==> src/hw/rtl/tcc_pkg.sv <==
// Shared types, constants, tables and control store of the calendar converter.
`default_nettype none

package tcc_pkg;

  // Chip year that starts the epoch.
  localparam logic [7:0] YEAR_OFFSET = 8'd2;

  localparam int ACC_W   = 34;   // holds any fields-to-seconds sum without wrapping
  localparam int MUL_A_W = 20;
  localparam int MUL_B_W = 19;
  localparam int PROD_W  = MUL_A_W + MUL_B_W;
  localparam int PC_W    = 4;

  localparam logic [ACC_W-1:0] DAY_SECS       = 34'd86400;
  localparam logic [ACC_W-1:0] HOUR_SECS      = 34'd3600;
  localparam logic [ACC_W-1:0] MIN_SECS       = 34'd60;
  localparam logic [ACC_W-1:0] MAX_SECS       = 34'd2147483647;
  localparam logic [ACC_W-1:0] YEAR_SECS      = 34'd31536000;
  localparam logic [ACC_W-1:0] YEAR_LEAP_SECS = 34'd31622400;
  localparam logic [ACC_W-1:0] MON31_SECS     = 34'd2678400;
  localparam logic [ACC_W-1:0] MON30_SECS     = 34'd2592000;
  localparam logic [ACC_W-1:0] FEB_SECS       = 34'd2419200;
  localparam logic [ACC_W-1:0] FEB_LEAP_SECS  = 34'd2505600;

  // Multiplier constants. The last is ceil(2^32 / 10000): the high bits of
  // the product give microseconds / 10000 exactly over the 20-bit range.
  localparam logic [MUL_B_W-1:0] MB_DAY   = 19'd86400;
  localparam logic [MUL_B_W-1:0] MB_HOUR  = 19'd3600;
  localparam logic [MUL_B_W-1:0] MB_MIN   = 19'd60;
  localparam logic [MUL_B_W-1:0] MB_HS    = 19'd10000;
  localparam logic [MUL_B_W-1:0] MB_RECIP = 19'd429497;

  // Datapath operations.
  localparam logic [3:0] OP_NOP      = 4'd0;
  localparam logic [3:0] OP_INIT0    = 4'd1;
  localparam logic [3:0] OP_ADD_YEAR = 4'd2;
  localparam logic [3:0] OP_ADD_MON  = 4'd3;
  localparam logic [3:0] OP_INIT1    = 4'd4;
  localparam logic [3:0] OP_SUB_YEAR = 4'd5;
  localparam logic [3:0] OP_SUB_MON  = 4'd6;
  localparam logic [3:0] OP_SUB_DAY  = 4'd7;
  localparam logic [3:0] OP_SUB_HR   = 4'd8;
  localparam logic [3:0] OP_SUB_MIN  = 4'd9;
  localparam logic [3:0] OP_FIN0     = 4'd10;
  localparam logic [3:0] OP_FIN1     = 4'd11;
  localparam logic [3:0] OP_FIN_BAD  = 4'd12;

  // Multiplier operand selection.
  localparam logic [2:0] M_NONE = 3'd0;
  localparam logic [2:0] M_DAY  = 3'd1;
  localparam logic [2:0] M_HR   = 3'd2;
  localparam logic [2:0] M_MIN  = 3'd3;
  localparam logic [2:0] M_HS   = 3'd4;
  localparam logic [2:0] M_US   = 3'd5;

  // Jump conditions.
  localparam logic [3:0] C_NONE     = 4'd0;
  localparam logic [3:0] C_BAD      = 4'd1;
  localparam logic [3:0] C_YR_DONE  = 4'd2;
  localparam logic [3:0] C_MON_DONE = 4'd3;
  localparam logic [3:0] C_YR_LT    = 4'd4;
  localparam logic [3:0] C_MON_STOP = 4'd5;
  localparam logic [3:0] C_LT_DAY   = 4'd6;
  localparam logic [3:0] C_LT_HR    = 4'd7;
  localparam logic [3:0] C_LT_MIN   = 4'd8;

  // Program addresses.
  localparam logic [PC_W-1:0] PC_F0_INIT = 4'd0;
  localparam logic [PC_W-1:0] PC_F0_YEAR = 4'd1;
  localparam logic [PC_W-1:0] PC_F0_MON  = 4'd2;
  localparam logic [PC_W-1:0] PC_F0_DAY  = 4'd3;
  localparam logic [PC_W-1:0] PC_F0_HR   = 4'd4;
  localparam logic [PC_W-1:0] PC_F0_MIN  = 4'd5;
  localparam logic [PC_W-1:0] PC_F0_FIN  = 4'd6;
  localparam logic [PC_W-1:0] PC_BAD     = 4'd7;
  localparam logic [PC_W-1:0] PC_F1_INIT = 4'd8;
  localparam logic [PC_W-1:0] PC_F1_YEAR = 4'd9;
  localparam logic [PC_W-1:0] PC_F1_MON  = 4'd10;
  localparam logic [PC_W-1:0] PC_F1_DAY  = 4'd11;
  localparam logic [PC_W-1:0] PC_F1_HR   = 4'd12;
  localparam logic [PC_W-1:0] PC_F1_MIN  = 4'd13;
  localparam logic [PC_W-1:0] PC_F1_FIN  = 4'd14;
  localparam logic [PC_W-1:0] PC_LAST    = PC_F1_FIN;

  typedef struct packed {
    logic [3:0]      op;
    logic [2:0]      msel;
    logic            pacc;   // add the registered product into the accumulator
    logic [3:0]      cond;
    logic [PC_W-1:0] tgt;
    logic            hold;   // repeat this step until its condition holds
    logic            done;   // load the result register and end the program
  } uword_t;

  typedef struct packed {
    logic       en;
    logic [3:0] op;
    logic [2:0] msel;
    logic       pacc;
    logic       done;
  } dp_ctrl_t;

  typedef struct packed {
    logic bad;
    logic yr_done;
    logic mon_done;
    logic yr_lt;
    logic mon_stop;
    logic lt_day;
    logic lt_hr;
    logic lt_min;
  } dp_stat_t;

  typedef struct packed {
    logic [7:0]  chip_year;
    logic [7:0]  month_in;
    logic [7:0]  day_in;
    logic [7:0]  hour_in;
    logic [7:0]  minute_in;
    logic [7:0]  second_in;
    logic [6:0]  hundredths_in;
    logic [7:0]  weekday_in;
    logic [30:0] epoch_seconds;
    logic [19:0] microseconds;
  } in_item_t;

  typedef struct packed {
    logic        valid_res;
    logic [30:0] seconds_out;
    logic [19:0] micro_out;
    logic [7:0]  year_out;
    logic [3:0]  month_out;
    logic [4:0]  day_out;
    logic [4:0]  hour_out;
    logic [5:0]  minute_out;
    logic [5:0]  second_out;
    logic [6:0]  hundredths_out;
    logic [2:0]  weekday_out;
  } res_t;

  function automatic logic [ACC_W-1:0] year_secs(input logic [7:0] yr);
    return (yr[1:0] == 2'b00) ? YEAR_LEAP_SECS : YEAR_SECS;
  endfunction

  function automatic logic [ACC_W-1:0] month_secs(input logic [3:0] mon, input logic leap);
    logic [ACC_W-1:0] r;
    unique case (mon)
      4'd2:                      r = leap ? FEB_LEAP_SECS : FEB_SECS;
      4'd4, 4'd6, 4'd9, 4'd11:   r = MON30_SECS;
      default:                   r = MON31_SECS;
    endcase
    return r;
  endfunction

  function automatic logic [2:0] mod7(input logic [4:0] d);
    logic [4:0] v;
    v = d;
    if (v >= 5'd28) v = v - 5'd28;
    if (v >= 5'd14) v = v - 5'd14;
    if (v >= 5'd7)  v = v - 5'd7;
    return v[2:0];
  endfunction

  // Control store. Fields to seconds starts at PC_F0_INIT, seconds to fields
  // at PC_F1_INIT.
  function automatic uword_t ucode(input logic [PC_W-1:0] pc);
    uword_t w;
    w = '0;
    unique case (pc)
      PC_F0_INIT: begin
        w.op = OP_INIT0; w.msel = M_DAY; w.cond = C_BAD; w.tgt = PC_BAD;
      end
      PC_F0_YEAR: begin
        w.op = OP_ADD_YEAR; w.cond = C_YR_DONE; w.tgt = PC_F0_MON; w.hold = 1'b1;
      end
      PC_F0_MON: begin
        w.op = OP_ADD_MON; w.cond = C_MON_DONE; w.tgt = PC_F0_DAY; w.hold = 1'b1;
      end
      PC_F0_DAY:  begin w.pacc = 1'b1; w.msel = M_HR;  end
      PC_F0_HR:   begin w.pacc = 1'b1; w.msel = M_MIN; end
      PC_F0_MIN:  begin w.pacc = 1'b1; w.msel = M_HS;  end
      PC_F0_FIN:  begin w.op = OP_FIN0; w.done = 1'b1; end
      PC_BAD:     begin w.op = OP_FIN_BAD; w.done = 1'b1; end
      PC_F1_INIT: begin w.op = OP_INIT1; w.msel = M_US; end
      PC_F1_YEAR: begin
        w.op = OP_SUB_YEAR; w.cond = C_YR_LT; w.tgt = PC_F1_MON; w.hold = 1'b1;
      end
      PC_F1_MON: begin
        w.op = OP_SUB_MON; w.cond = C_MON_STOP; w.tgt = PC_F1_DAY; w.hold = 1'b1;
      end
      PC_F1_DAY: begin
        w.op = OP_SUB_DAY; w.cond = C_LT_DAY; w.tgt = PC_F1_HR; w.hold = 1'b1;
      end
      PC_F1_HR: begin
        w.op = OP_SUB_HR; w.cond = C_LT_HR; w.tgt = PC_F1_MIN; w.hold = 1'b1;
      end
      PC_F1_MIN: begin
        w.op = OP_SUB_MIN; w.cond = C_LT_MIN; w.tgt = PC_F1_FIN; w.hold = 1'b1;
      end
      PC_F1_FIN:  begin w.op = OP_FIN1; w.done = 1'b1; end
      default:    begin w.op = OP_FIN_BAD; w.done = 1'b1; end
    endcase
    return w;
  endfunction

endpackage

`default_nettype wire

==> src/hw/rtl/tcc_sequencer.sv <==
// Microcode sequencer: step counter, control store read and conditional jumps.
`default_nettype none

module tcc_sequencer (
  input  wire logic               clk,
  input  wire logic               rst_n,
  input  wire logic               start,
  input  wire logic               func,
  input  wire logic               out_free,
  input  wire tcc_pkg::dp_stat_t  stat,
  output logic                    busy,
  output tcc_pkg::dp_ctrl_t       ctrl
);

  logic                     busy_r, busy_nxt;
  logic [tcc_pkg::PC_W-1:0] pc_r, pc_nxt;
  tcc_pkg::uword_t          uw;
  logic                     cond_hit;

  assign uw   = tcc_pkg::ucode(pc_r);
  assign busy = busy_r;

  always_comb begin
    unique case (uw.cond)
      tcc_pkg::C_NONE:     cond_hit = 1'b0;
      tcc_pkg::C_BAD:      cond_hit = stat.bad;
      tcc_pkg::C_YR_DONE:  cond_hit = stat.yr_done;
      tcc_pkg::C_MON_DONE: cond_hit = stat.mon_done;
      tcc_pkg::C_YR_LT:    cond_hit = stat.yr_lt;
      tcc_pkg::C_MON_STOP: cond_hit = stat.mon_stop;
      tcc_pkg::C_LT_DAY:   cond_hit = stat.lt_day;
      tcc_pkg::C_LT_HR:    cond_hit = stat.lt_hr;
      tcc_pkg::C_LT_MIN:   cond_hit = stat.lt_min;
      default:             cond_hit = 1'b0;
    endcase
  end

  always_comb begin
    busy_nxt  = busy_r;
    pc_nxt    = pc_r;
    ctrl.en   = 1'b0;
    ctrl.op   = uw.op;
    ctrl.msel = uw.msel;
    ctrl.pacc = uw.pacc;
    ctrl.done = uw.done;
    if (!busy_r) begin
      if (start) begin
        busy_nxt = 1'b1;
        pc_nxt   = func ? tcc_pkg::PC_F1_INIT : tcc_pkg::PC_F0_INIT;
      end
    end else if (uw.done) begin
      // The last step waits until the result register can take the result.
      if (out_free) begin
        ctrl.en  = 1'b1;
        busy_nxt = 1'b0;
      end
    end else if (cond_hit) begin
      pc_nxt = uw.tgt;
    end else begin
      ctrl.en = 1'b1;
      if (!uw.hold) pc_nxt = pc_r + 1'b1;
    end
  end

  always_ff @(posedge clk) begin
    if (!rst_n) begin
      busy_r <= 1'b0;
      pc_r   <= tcc_pkg::PC_F0_INIT;
    end else begin
      busy_r <= busy_nxt;
      pc_r   <= pc_nxt;
    end
  end

  a_pc_in_program: assert property (@(posedge clk) disable iff (!rst_n)
    busy_r |-> pc_r <= tcc_pkg::PC_LAST)
    else $error("step counter left the program");

  a_finish_ends: assert property (@(posedge clk) disable iff (!rst_n)
    (busy_r && uw.done && out_free) |=> !busy_r)
    else $error("program did not end after its last step");

  a_start_idle: assert property (@(posedge clk) disable iff (!rst_n)
    start |-> !busy_r)
    else $error("item started while a program runs");

endmodule

`default_nettype wire

==> src/hw/rtl/tcc_datapath.sv <==
// Datapath: accumulator, year/month/time counters, shared multiplier, result register.
`default_nettype none

module tcc_datapath (
  input  wire logic              clk,
  input  wire logic              start,
  input  wire tcc_pkg::in_item_t item,
  input  wire tcc_pkg::dp_ctrl_t ctrl,
  output tcc_pkg::dp_stat_t      stat,
  output tcc_pkg::res_t          res
);

  tcc_pkg::in_item_t           item_r;
  logic [tcc_pkg::ACC_W-1:0]   acc_r, acc_nxt;
  logic [tcc_pkg::PROD_W-1:0]  prod_r, prod_nxt;
  logic [7:0]                  yr_r, yr_nxt;
  logic [3:0]                  mon_r, mon_nxt;
  logic [4:0]                  dcnt_r, dcnt_nxt;
  logic [4:0]                  hcnt_r, hcnt_nxt;
  logic [5:0]                  mcnt_r, mcnt_nxt;
  tcc_pkg::res_t               res_r, res_nxt;

  logic [tcc_pkg::MUL_A_W-1:0] mul_a;
  logic [tcc_pkg::MUL_B_W-1:0] mul_b;
  logic [4:0]                  day_m1;
  logic [tcc_pkg::ACC_W-1:0]   ysecs, msecs;
  logic [6:0]                  hs_q;
  logic [4:0]                  day_val;
  logic                        fields_ok;

  assign ysecs   = tcc_pkg::year_secs(yr_r);
  assign msecs   = tcc_pkg::month_secs(mon_r, yr_r[1:0] == 2'b00);
  assign day_m1  = item_r.day_in[4:0] - 5'd1;
  assign hs_q    = prod_r[tcc_pkg::PROD_W-1:32];
  assign day_val = dcnt_r + 5'd1;
  assign res     = res_r;

  assign fields_ok = (item_r.month_in >= 8'd1) && (item_r.month_in <= 8'd12) &&
                     (item_r.day_in >= 8'd1) && (item_r.day_in <= 8'd31) &&
                     (item_r.weekday_in <= 8'd6) && (item_r.hour_in <= 8'd23) &&
                     (item_r.minute_in <= 8'd59) && (item_r.second_in <= 8'd59) &&
                     (item_r.hundredths_in <= 7'd99) &&
                     (item_r.chip_year >= tcc_pkg::YEAR_OFFSET);

  always_comb begin
    stat.bad      = !fields_ok;
    stat.yr_done  = yr_r >= item_r.chip_year;
    stat.mon_done = {4'b0, mon_r} >= item_r.month_in;
    stat.yr_lt    = acc_r < ysecs;
    stat.mon_stop = (mon_r == 4'd12) || (acc_r < msecs);
    stat.lt_day   = acc_r < tcc_pkg::DAY_SECS;
    stat.lt_hr    = acc_r < tcc_pkg::HOUR_SECS;
    stat.lt_min   = acc_r < tcc_pkg::MIN_SECS;
  end

  always_comb begin
    unique case (ctrl.msel)
      tcc_pkg::M_DAY: begin mul_a = {15'b0, day_m1};          mul_b = tcc_pkg::MB_DAY;   end
      tcc_pkg::M_HR:  begin mul_a = {12'b0, item_r.hour_in};   mul_b = tcc_pkg::MB_HOUR;  end
      tcc_pkg::M_MIN: begin mul_a = {12'b0, item_r.minute_in}; mul_b = tcc_pkg::MB_MIN;   end
      tcc_pkg::M_HS:  begin
        mul_a = {13'b0, item_r.hundredths_in};
        mul_b = tcc_pkg::MB_HS;
      end
      tcc_pkg::M_US:  begin mul_a = item_r.microseconds;       mul_b = tcc_pkg::MB_RECIP; end
      default:        begin mul_a = '0;                        mul_b = '0;                end
    endcase
  end

  always_comb begin
    acc_nxt  = acc_r;
    prod_nxt = prod_r;
    yr_nxt   = yr_r;
    mon_nxt  = mon_r;
    dcnt_nxt = dcnt_r;
    hcnt_nxt = hcnt_r;
    mcnt_nxt = mcnt_r;
    res_nxt  = res_r;
    if (ctrl.en) begin
      if (ctrl.msel != tcc_pkg::M_NONE) prod_nxt = mul_a * mul_b;
      if (ctrl.pacc) acc_nxt = acc_r + prod_r[tcc_pkg::ACC_W-1:0];
      unique case (ctrl.op)
        tcc_pkg::OP_NOP: ;
        tcc_pkg::OP_INIT0: begin
          // Seconds go in first so the last add step is not needed.
          acc_nxt = {26'b0, item_r.second_in};
          yr_nxt  = tcc_pkg::YEAR_OFFSET;
          mon_nxt = 4'd1;
        end
        tcc_pkg::OP_ADD_YEAR: begin
          acc_nxt = acc_r + ysecs;
          yr_nxt  = yr_r + 8'd1;
        end
        tcc_pkg::OP_ADD_MON: begin
          acc_nxt = acc_r + msecs;
          mon_nxt = mon_r + 4'd1;
        end
        tcc_pkg::OP_INIT1: begin
          acc_nxt  = {3'b0, item_r.epoch_seconds};
          yr_nxt   = tcc_pkg::YEAR_OFFSET;
          mon_nxt  = 4'd1;
          dcnt_nxt = '0;
          hcnt_nxt = '0;
          mcnt_nxt = '0;
        end
        tcc_pkg::OP_SUB_YEAR: begin
          acc_nxt = acc_r - ysecs;
          yr_nxt  = yr_r + 8'd1;
        end
        tcc_pkg::OP_SUB_MON: begin
          acc_nxt = acc_r - msecs;
          mon_nxt = mon_r + 4'd1;
        end
        tcc_pkg::OP_SUB_DAY: begin
          acc_nxt  = acc_r - tcc_pkg::DAY_SECS;
          dcnt_nxt = dcnt_r + 5'd1;
        end
        tcc_pkg::OP_SUB_HR: begin
          acc_nxt  = acc_r - tcc_pkg::HOUR_SECS;
          hcnt_nxt = hcnt_r + 5'd1;
        end
        tcc_pkg::OP_SUB_MIN: begin
          acc_nxt  = acc_r - tcc_pkg::MIN_SECS;
          mcnt_nxt = mcnt_r + 6'd1;
        end
        tcc_pkg::OP_FIN0: begin
          res_nxt = '0;
          if (acc_r <= tcc_pkg::MAX_SECS) begin
            res_nxt.valid_res   = 1'b1;
            res_nxt.seconds_out = acc_r[30:0];
            res_nxt.micro_out   = prod_r[19:0];
          end
        end
        tcc_pkg::OP_FIN1: begin
          res_nxt                = '0;
          res_nxt.valid_res      = 1'b1;
          res_nxt.year_out       = yr_r;
          res_nxt.month_out      = mon_r;
          res_nxt.day_out        = day_val;
          res_nxt.hour_out       = hcnt_r;
          res_nxt.minute_out     = mcnt_r;
          res_nxt.second_out     = acc_r[5:0];
          res_nxt.hundredths_out = (hs_q > 7'd99) ? 7'd99 : hs_q;
          res_nxt.weekday_out    = tcc_pkg::mod7(day_val);
        end
        tcc_pkg::OP_FIN_BAD: res_nxt = '0;
        default: ;
      endcase
    end
  end

  always_ff @(posedge clk) begin
    if (start) item_r <= item;
    acc_r  <= acc_nxt;
    prod_r <= prod_nxt;
    yr_r   <= yr_nxt;
    mon_r  <= mon_nxt;
    dcnt_r <= dcnt_nxt;
    hcnt_r <= hcnt_nxt;
    mcnt_r <= mcnt_nxt;
    res_r  <= res_nxt;
  end

endmodule

`default_nettype wire

==> src/hw/rtl/tod_calendar_converter.sv <==
// Top level of the calendar converter: stream ports, result handshake, sequencer and datapath.
//
// Converts real-time-clock calendar fields to seconds since the epoch (in_tuser = 0)
// or seconds and microseconds back to calendar fields (in_tuser = 1).
// One input transaction gives exactly one output transaction, in order.
// The block works on one item at a time: in_tready is high while no program runs.
// A microcoded sequencer drives one add/subtract accumulator and one shared
// multiplier; years and months are stepped one at a time, and when converting seconds
// to fields so are days, hours and minutes, the remaining time being walked down by
// whole units. A new item can be accepted in the cycle after a result is loaded;
// the block never takes a new item before it is through with the last one.
// The result sits in an output register; if out_tready is low the next item may
// still be accepted and run, but its final step waits until the register empties.
// Synchronous active-low reset clears the sequencer and drops out_tvalid.
`default_nettype none

module tod_calendar_converter (
  input  wire logic         clk,
  input  wire logic         rst_n,
  input  wire logic         in_tvalid,
  output logic              in_tready,
  // chip_year[7:0], month_in[15:8], day_in[23:16], hour_in[31:24], minute_in[39:32],
  // second_in[47:40], hundredths_in[54:48], weekday_in[62:55],
  // epoch_seconds[93:63], microseconds[113:94], zero padding[119:114]
  input  wire logic [119:0] in_tdata,
  // func[0]
  input  wire logic         in_tuser,
  output logic              out_tvalid,
  input  wire logic         out_tready,
  // seconds_out[30:0], micro_out[50:31], year_out[58:51], month_out[62:59],
  // day_out[67:63], hour_out[72:68], minute_out[78:73], second_out[84:79],
  // hundredths_out[91:85], weekday_out[94:92], zero padding[95]
  output logic [95:0]       out_tdata,
  // valid_res[0]
  output logic              out_tuser
);

  tcc_pkg::in_item_t item;
  tcc_pkg::res_t     res;
  tcc_pkg::dp_ctrl_t ctrl;
  tcc_pkg::dp_stat_t stat;
  logic              busy, in_fire, out_free, fin_fire;
  logic              out_valid_r, out_valid_nxt;

  assign in_tready = !busy;
  assign in_fire   = in_tvalid && in_tready;
  assign out_free  = !out_valid_r || out_tready;
  assign fin_fire  = ctrl.en && ctrl.done;

  always_comb begin
    item.chip_year     = in_tdata[7:0];
    item.month_in      = in_tdata[15:8];
    item.day_in        = in_tdata[23:16];
    item.hour_in       = in_tdata[31:24];
    item.minute_in     = in_tdata[39:32];
    item.second_in     = in_tdata[47:40];
    item.hundredths_in = in_tdata[54:48];
    item.weekday_in    = in_tdata[62:55];
    item.epoch_seconds = in_tdata[93:63];
    item.microseconds  = in_tdata[113:94];
  end

  tcc_sequencer u_seq (
    .clk      (clk),
    .rst_n    (rst_n),
    .start    (in_fire),
    .func     (in_tuser),
    .out_free (out_free),
    .stat     (stat),
    .busy     (busy),
    .ctrl     (ctrl)
  );

  tcc_datapath u_dp (
    .clk   (clk),
    .start (in_fire),
    .item  (item),
    .ctrl  (ctrl),
    .stat  (stat),
    .res   (res)
  );

  always_comb begin
    out_valid_nxt = out_valid_r;
    if (out_tready) out_valid_nxt = 1'b0;
    if (fin_fire)   out_valid_nxt = 1'b1;
  end

  always_ff @(posedge clk) begin
    if (!rst_n) begin
      out_valid_r <= 1'b0;
    end else begin
      out_valid_r <= out_valid_nxt;
    end
  end

  assign out_tvalid = out_valid_r;
  assign out_tuser  = res.valid_res;
  assign out_tdata  = {1'b0, res.weekday_out, res.hundredths_out, res.second_out,
                       res.minute_out, res.hour_out, res.day_out, res.month_out,
                       res.year_out, res.micro_out, res.seconds_out};

  a_load_when_free: assert property (@(posedge clk) disable iff (!rst_n)
    fin_fire |-> (!out_valid_r || out_tready))
    else $error("result loaded over one not yet taken");

  a_invalid_zero: assert property (@(posedge clk) disable iff (!rst_n)
    (out_tvalid && !out_tuser) |-> (out_tdata == '0))
    else $error("rejected conversion carries non-zero fields");

endmodule

`default_nettype wire

==> config.mk <==
export PLATFORM = sky130hd
export DESIGN_NAME = tod_calendar_converter
export DESIGN_NICKNAME = d
export VERILOG_FILES = /design/src/hw/rtl/tcc_pkg.sv /design/src/hw/rtl/tcc_sequencer.sv /design/src/hw/rtl/tcc_datapath.sv /design/src/hw/rtl/tod_calendar_converter.sv
export SDC_FILE = /design/constraint.sdc
export NUM_CORES = 1
export LEC_CHECK = 0
export BUFFER_PORTS_ARGS = -buffer_cell sky130_fd_sc_hd__buf_2
export CORE_MARGIN = 1
export CORE_UTILIZATION = 50
export CTS_CLUSTER_DIAMETER = 50
export DETAILED_ROUTE_END_ITERATION = 12
export HOLD_SLACK_MARGIN = 0.1
export PLACE_DENSITY = 0.68
export REMOVE_ABC_BUFFERS = 1
export SLEW_MARGIN = 20
export SYNTH_ARGS = -nofsm -noshare
export SYNTH_HDL_FRONTEND = slang
export SYNTH_SLANG_ARGS = --single-unit
==> constraint.sdc <==
create_clock -name clk -period 8.8 [get_ports clk]
set_input_delay 0.88 -clock clk [delete_from_list [all_inputs] [get_ports clk]]
set_output_delay 0.88 -clock clk [all_outputs]
set_load 0.1 [all_outputs]
==> impl_metrics.tcl, run 1 <==
set metrics [dict create \
    h-tree-depth 2 \
    layout_common_cells "inv_1, edfxtp_1, fa_1" \
    final_nets 3903 \
    clk_pin_slew_ns 0.06 \
    startpoint_type "flip-flop" \
    status "complete, no violations" \
    final_common_cell "inv_1" \
    period_needed_ns 8.27 \
    final.setup.tns_ns 0 \
    cp-end-kind "flip-flop" \
    via_count 22700 \
    dp_hpwl_mm 65.9 \
    post_synth.cell_area_avg_um2 9.84 \
    rsz0062_at_grt "false" \
    drc 0 \
    synthArstFlopShare_pct 0 \
    clock_skew_ns 0.0315 \
    slew_violations 0 \
    cts_root_buf "clkbuf_16" \
    fmax_mhz 121 \
    final_cells 4065 \
    finalCritPeriodShare_pct 94.0 \
    start_util_pct 50.8 \
    ctsHoldBuffers 0 \
    synth_flop_cell "edfxtp_1" \
    gp_congestion 0.928 \
    cp.required_ns 9.11 \
    hp-class "input port to flip-flop" \
    ys_types 91 \
    crit_arrival_ns 8.58 \
    antenna_found_initial 0 \
    area.growth.synth_to_final_pct 13.1 \
    avgRoutedWirePerCell_um 20.3 \
    coreArea_um2 57800 \
    syn_area_um2 29300 \
    pin_count 224 \
    cts-buffers-inserted 46 \
    worst_pin_slew_ns 1.14 \
    finalHoldViolations 0 \
    dp_cells 3981 \
    cp_max_fo 9 \
    cts_sinks 317 \
    cts_tree "built" \
    antenna_cells 0 \
    synth_edf_count 311 \
    first_pass_iters 6 \
    worstSetupPathType "flip-flop to flip-flop" \
    cp_slowest_cell "fa_1" \
    synth-seq-cells 317 \
    die_w_um 244 \
    gr-usage-all-layers_pct 27.8 \
    drt_iter0_drc 1796 \
    rows 88 \
    die-area_um2 59600 \
    postRouteWirelength_mm 82.6 \
    final_layout_size_suffix_gt1_share_pct 11.6 \
    fillers 5090 \
    cts_buffer_depth 3 \
    io_buffers 216 \
    synthCells 2983 \
    ys.warnings.count 0 \
    grt_max_degree 74 \
    grt_pass1_wl_mm 128 \
    clock_latency_ns 0.60 \
    gr-total-overflow 0 \
    grt_pass1_vias 23100 \
    slew_headroom_pct 24.0 \
    max-cap-violations 0 \
    ys_seq_area_share_pct 32.2 \
    hold_ws_ns 0.457 \
    die_y_um 244 \
    setup_viol 0 \
    postRouteAntennaNets 0 \
    slowest_delay_ns 0.56 \
    avgViaCountPerCell 5.59 \
]
[worst max-delay path, delay by kind of cell, from the launching register on]
family                     cells  cell delay, ns
DFF                            1            0.51
xor gates and xnor gates       1            0.10
AOI/OAI and AO/OA              7            1.80
and+or+nand+nor                6            1.13
adders and majority gates      8            3.79
buffers and inverters          7            0.63
[area by class of cell]
class	instances	area [um2]	share of cell area, %
Tap cell	765	957	2.88
Multi-Input combinational cell	2119	17900	53.9
Inverter	518	1950	5.87
Timing Repair Buffer	262	1430	4.30
Sequential cell	317	9460	28.5
Clock buffer	49	1160	3.50
Clock inverter	35	347	1.04
[through the flow]
step	cell area, um2	setup slack [ns]	util (%)
after floorplan	29200	0.435	-
after global placement	31700	0.452	54.8
after detailed placement	31700	0.367	54.8
after CTS	33200	0.293	57.4
after global routing	33200	0.0651	57.4
final	33200	0.527	57.4
[state kept, by name, summed over array words and instances (netlist names)]
signal,cells
u_dp.item_r,114
u_dp.res,96
u_dp.prod_r,39
u_dp.acc_r,34
u_dp.yr_r,8
u_dp.mcnt_r,6
u_dp.dcnt_r,5
u_dp.hcnt_r,5
u_dp.mon_r,4
u_seq.pc_r,4
out_tvalid,1
u_seq.busy,1
[worst paths after layout]
kind                                                 start                        end  slack, ns  depth (start not counted)
worst min register to register   u_dp.item_r[20]$_DFFE_PP_    u_dp.acc_r[0]$_DFFE_PP_       0.55                          2
worst max register to register  u_seq.pc_r[1]$_SDFFE_PN0P_  u_dp.prod_r[37]$_DFFE_PP_       0.53                         29
worst max-delay path            u_seq.pc_r[1]$_SDFFE_PN0P_  u_dp.prod_r[37]$_DFFE_PP_       0.53                         29
worst min-delay path                          in_tdata[45]  u_dp.item_r[71]$_DFFE_PP_       0.46                          1
[timing repair]
item | CTS | global route
hold endpoints to repair | 0 | 0
setup endpoints to repair | 0 | 6
setup buffers | 0 | 0
gates resized for setup | 0 | 3
[kinds of logic (layout without fill, tap and decap cells)]
group | Yosys count | in the layout | synth area share, %
AND/OR/NAND/NOR | 804 | 804 | 13.7
buffers and inverters | 628 | 864 | 8.11
AO/OA/AOI/OAI | 584 | 584 | 13.2
adder cells (fa/ha/maj) | 514 | 514 | 28.7
flip-flops | 317 | 317 | 32.2
XOR/XNOR | 121 | 121 | 3.61
multiplexers | 13 | 13 | 0.452
other | 2 | 83 | 0.0256
[Yosys cell counts (9+ instances only)]
cell      number  area (um2)
a222oi_1      12         120
or3_1         21         131
o221ai_1      13         114
fa_1         265        5310
buf_2         11        55.1
a31oi_1       10        62.6
a211oi_1      23         173
nand4_1       18         113
nand3_1       61         305
edfxtp_1     311        9340
and3_1        46         288
o211ai_1      17         128
or2_2         17         106
buf_1          9        33.8
o22ai_1       17         106
a21oi_1      151         756
nor4_1        21         131
nand2b_1      20         125
xnor2_1       74         648
o21ai_0      134         671
xor2_1        47         412
ha_1         249        3120
a221oi_1      11        96.3
o21bai_1      11        82.6
clkbuf_1      88         330
nor3_1        58         290
nand2_1      190         713
nor2b_1       20         125
mux2i_1       11         110
nor2_1       188         706
or4_1         11        82.6
a21o_1        50         375
and2_1       107         669
inv_1        516        1940
o21a_1        30         225
[per-layer routing]
| layer | wire, um | GRT usage, % | vias up |
|---|---|---|---|
| li1 | - | - | 10700 |
| met1 | 34800 | 36.4 | 11100 |
| met2 | 39900 | 47.0 | 782 |
| met3 | 4330 | 3.08 | 192 |
| met4 | 3550 | 11.9 | 0 |
| met5 | 0 | 0 | - |
Power of run 1 is left out: the tool's default activity adds up to more than one toggle a clock period on the data nets, which glitch-free logic cannot reach.
==> inputs of run 2 (changes only) <==
--- a/config.mk
+++ b/config.mk
@@ -5,13 +5,12 @@
 export SDC_FILE = /design/constraint.sdc
 export NUM_CORES = 1
 export LEC_CHECK = 0
-export BUFFER_PORTS_ARGS = -buffer_cell sky130_fd_sc_hd__buf_2
 export CORE_MARGIN = 1
 export CORE_UTILIZATION = 50
 export CTS_CLUSTER_DIAMETER = 50
 export DETAILED_ROUTE_END_ITERATION = 12
+export DONT_BUFFER_PORTS = 1
 export HOLD_SLACK_MARGIN = 0.1
-export PLACE_DENSITY = 0.68
 export REMOVE_ABC_BUFFERS = 1
 export SLEW_MARGIN = 20
 export SYNTH_ARGS = -nofsm -noshare
==> run 2 against run 1 <==
Against the previous run: wire length is 0.62% higher; hold slack worse by 0.10 ns; clock skew is 0.021 ns higher; cell area is 3.1% lower; non-clock buffer count is 214 lower; core utilization is 1.8 points lower; via count is 3.2% lower; die area stayed put; first-iteration DRC count is 5.7% lower; critical path depth is 6 lower.
==> impl_metrics.tcl, run 2 (synthesis gave the netlist of run 1 again) <==
set metrics [dict create \
    slew_violations 0 \
    slew_headroom_pct 29.9 \
    dp_hpwl_mm 65.8 \
    first_pass_iters 7 \
    die_y_um 244 \
    h-tree-depth 2 \
    fillers 5223 \
    drc 0 \
    gr-usage-all-layers_pct 28.0 \
    io_buffers 0 \
    cts_sinks 317 \
    final_common_cell "inv_1" \
    crit_arrival_ns 8.64 \
    avgRoutedWirePerCell_um 21.6 \
    cts_root_buf "clkbuf_16" \
    worst_pin_slew_ns 1.05 \
    clock_skew_ns 0.0521 \
    rsz0062_at_grt "false" \
    hp-class "input port to flip-flop" \
    antenna_cells 0 \
    period_needed_ns 8.31 \
    cts_tree "built" \
    drt_iter0_drc 1694 \
    ctsHoldBuffers 0 \
    clk_pin_slew_ns 0.06 \
    coreArea_um2 57800 \
    final_nets 3691 \
    postRouteWirelength_mm 83.1 \
    cp_max_fo 17 \
    finalHoldViolations 0 \
    gr-total-overflow 0 \
    antenna_found_initial 0 \
    largest_reg_flops 114 \
    cp.required_ns 9.12 \
    regMostFlops "u_dp.item_r" \
    grt_max_degree 76 \
    rows 88 \
    worstSetupPathType "flip-flop to flip-flop" \
    grt_pass1_wl_mm 128 \
    gp_congestion 0.935 \
    clock_latency_ns 0.62 \
    cts-buffers-inserted 48 \
    die_w_um 244 \
    cp-end-kind "flip-flop" \
    avgViaCountPerCell 5.70 \
    via_count 22000 \
    fmax_mhz 120 \
    start_util_pct 50.8 \
    postRouteAntennaNets 0 \
    grt_pass1_vias 22600 \
    area.growth.synth_to_final_pct 9.60 \
    setup_viol 0 \
    cts_buffer_depth 3 \
    status "complete, no violations" \
    final_layout_size_suffix_gt1_share_pct 5.70 \
    layout_common_cells "inv_1, edfxtp_1, fa_1" \
    finalCritPeriodShare_pct 94.5 \
    final.setup.tns_ns 0 \
    max-cap-violations 0 \
    pin_count 224 \
    startpoint_type "flip-flop" \
    die-area_um2 59600 \
]
-- run 2: changes by cell type in the layout (fill, tap and decap cells not counted), sizes merged --
cell,previous run,this run
clkbuf,49,50
clkinvlp,2,10
buf,262,48
inv,529,531
bufinv,3,0
clkinv,19,15
-- run 2: cell type report --
cell class	instances	area, um2	area share (%)
repair buffers	48	373	1.16
multi-input cells	2119	17900	55.6
clock buffers	50	1210	3.76
flip-flops and latches	317	9460	29.4
clock inverters	38	337	1.05
inverters	518	1950	6.06
well taps	765	957	2.98
-- run 2: through the flow --
step	setup slack [ns]	utilization (%)	hold WS (ns)	std cells	area, um2
final	0.487	55.6	0.353	3855	32200
after global routing	0.0943	55.6	0.334	3855	32200
after CTS	0.306	55.6	0.328	3853	32100
after detailed placement	0.375	52.9	0.518	3765	30600
after global placement	0.607	52.9	0.532	3765	30600
after floorplan	0.435	-	0.505	2954	29200
-- run 2: final timing paths --
kind	startpoint	to	slack, ns	depth (start not counted)
worst max-delay path	u_seq.pc_r[1]$_SDFFE_PN0P_	u_dp.prod_r[36]$_DFFE_PP_	0.49	23
worst min-delay path	in_tdata[89]	u_dp.item_r[46]$_DFFE_PP_	0.35	0
worst min register to register	u_dp.item_r[20]$_DFFE_PP_	u_dp.acc_r[0]$_DFFE_PP_	0.54	2
worst max register to register	u_seq.pc_r[1]$_SDFFE_PN0P_	u_dp.prod_r[36]$_DFFE_PP_	0.49	23
-- run 2: critical path: stages (launching register included) --
cell and delay [ns]:
dfxtp_1 0.39, inv_1 0.14, ha_1 0.20, and3_1 0.71
nand2_1 0.40, fa_1 0.60, inv_1 0.06, fa_1 0.53
fa_1 0.52, fa_1 0.53, fa_1 0.55, inv_1 0.05
fa_1 0.61, inv_1 0.06, ha_1 0.39, and3_1 0.23
a41o_1 0.23, a2111oi_0 0.51, a21boi_0 0.32, o21bai_1 0.20
a31oi_1 0.32, inv_1 0.12, a41oi_1 0.25, xnor2_1 0.08
-- run 2: routing by layer --
metal	routed length [um]	track usage (%)
met3	4920	3.30
met5	0	0
met1	35200	36.9
met2	40100	47.6
met4	2910	10.2
-- run 2: repair_timing --
action / 4_1_cts / 5_1_grt
resized for setup: 0 / 3
setup buffers: 0 / 1
setup endpoints to repair: 0 / 3
Power of run 2 is left out for the same reason.
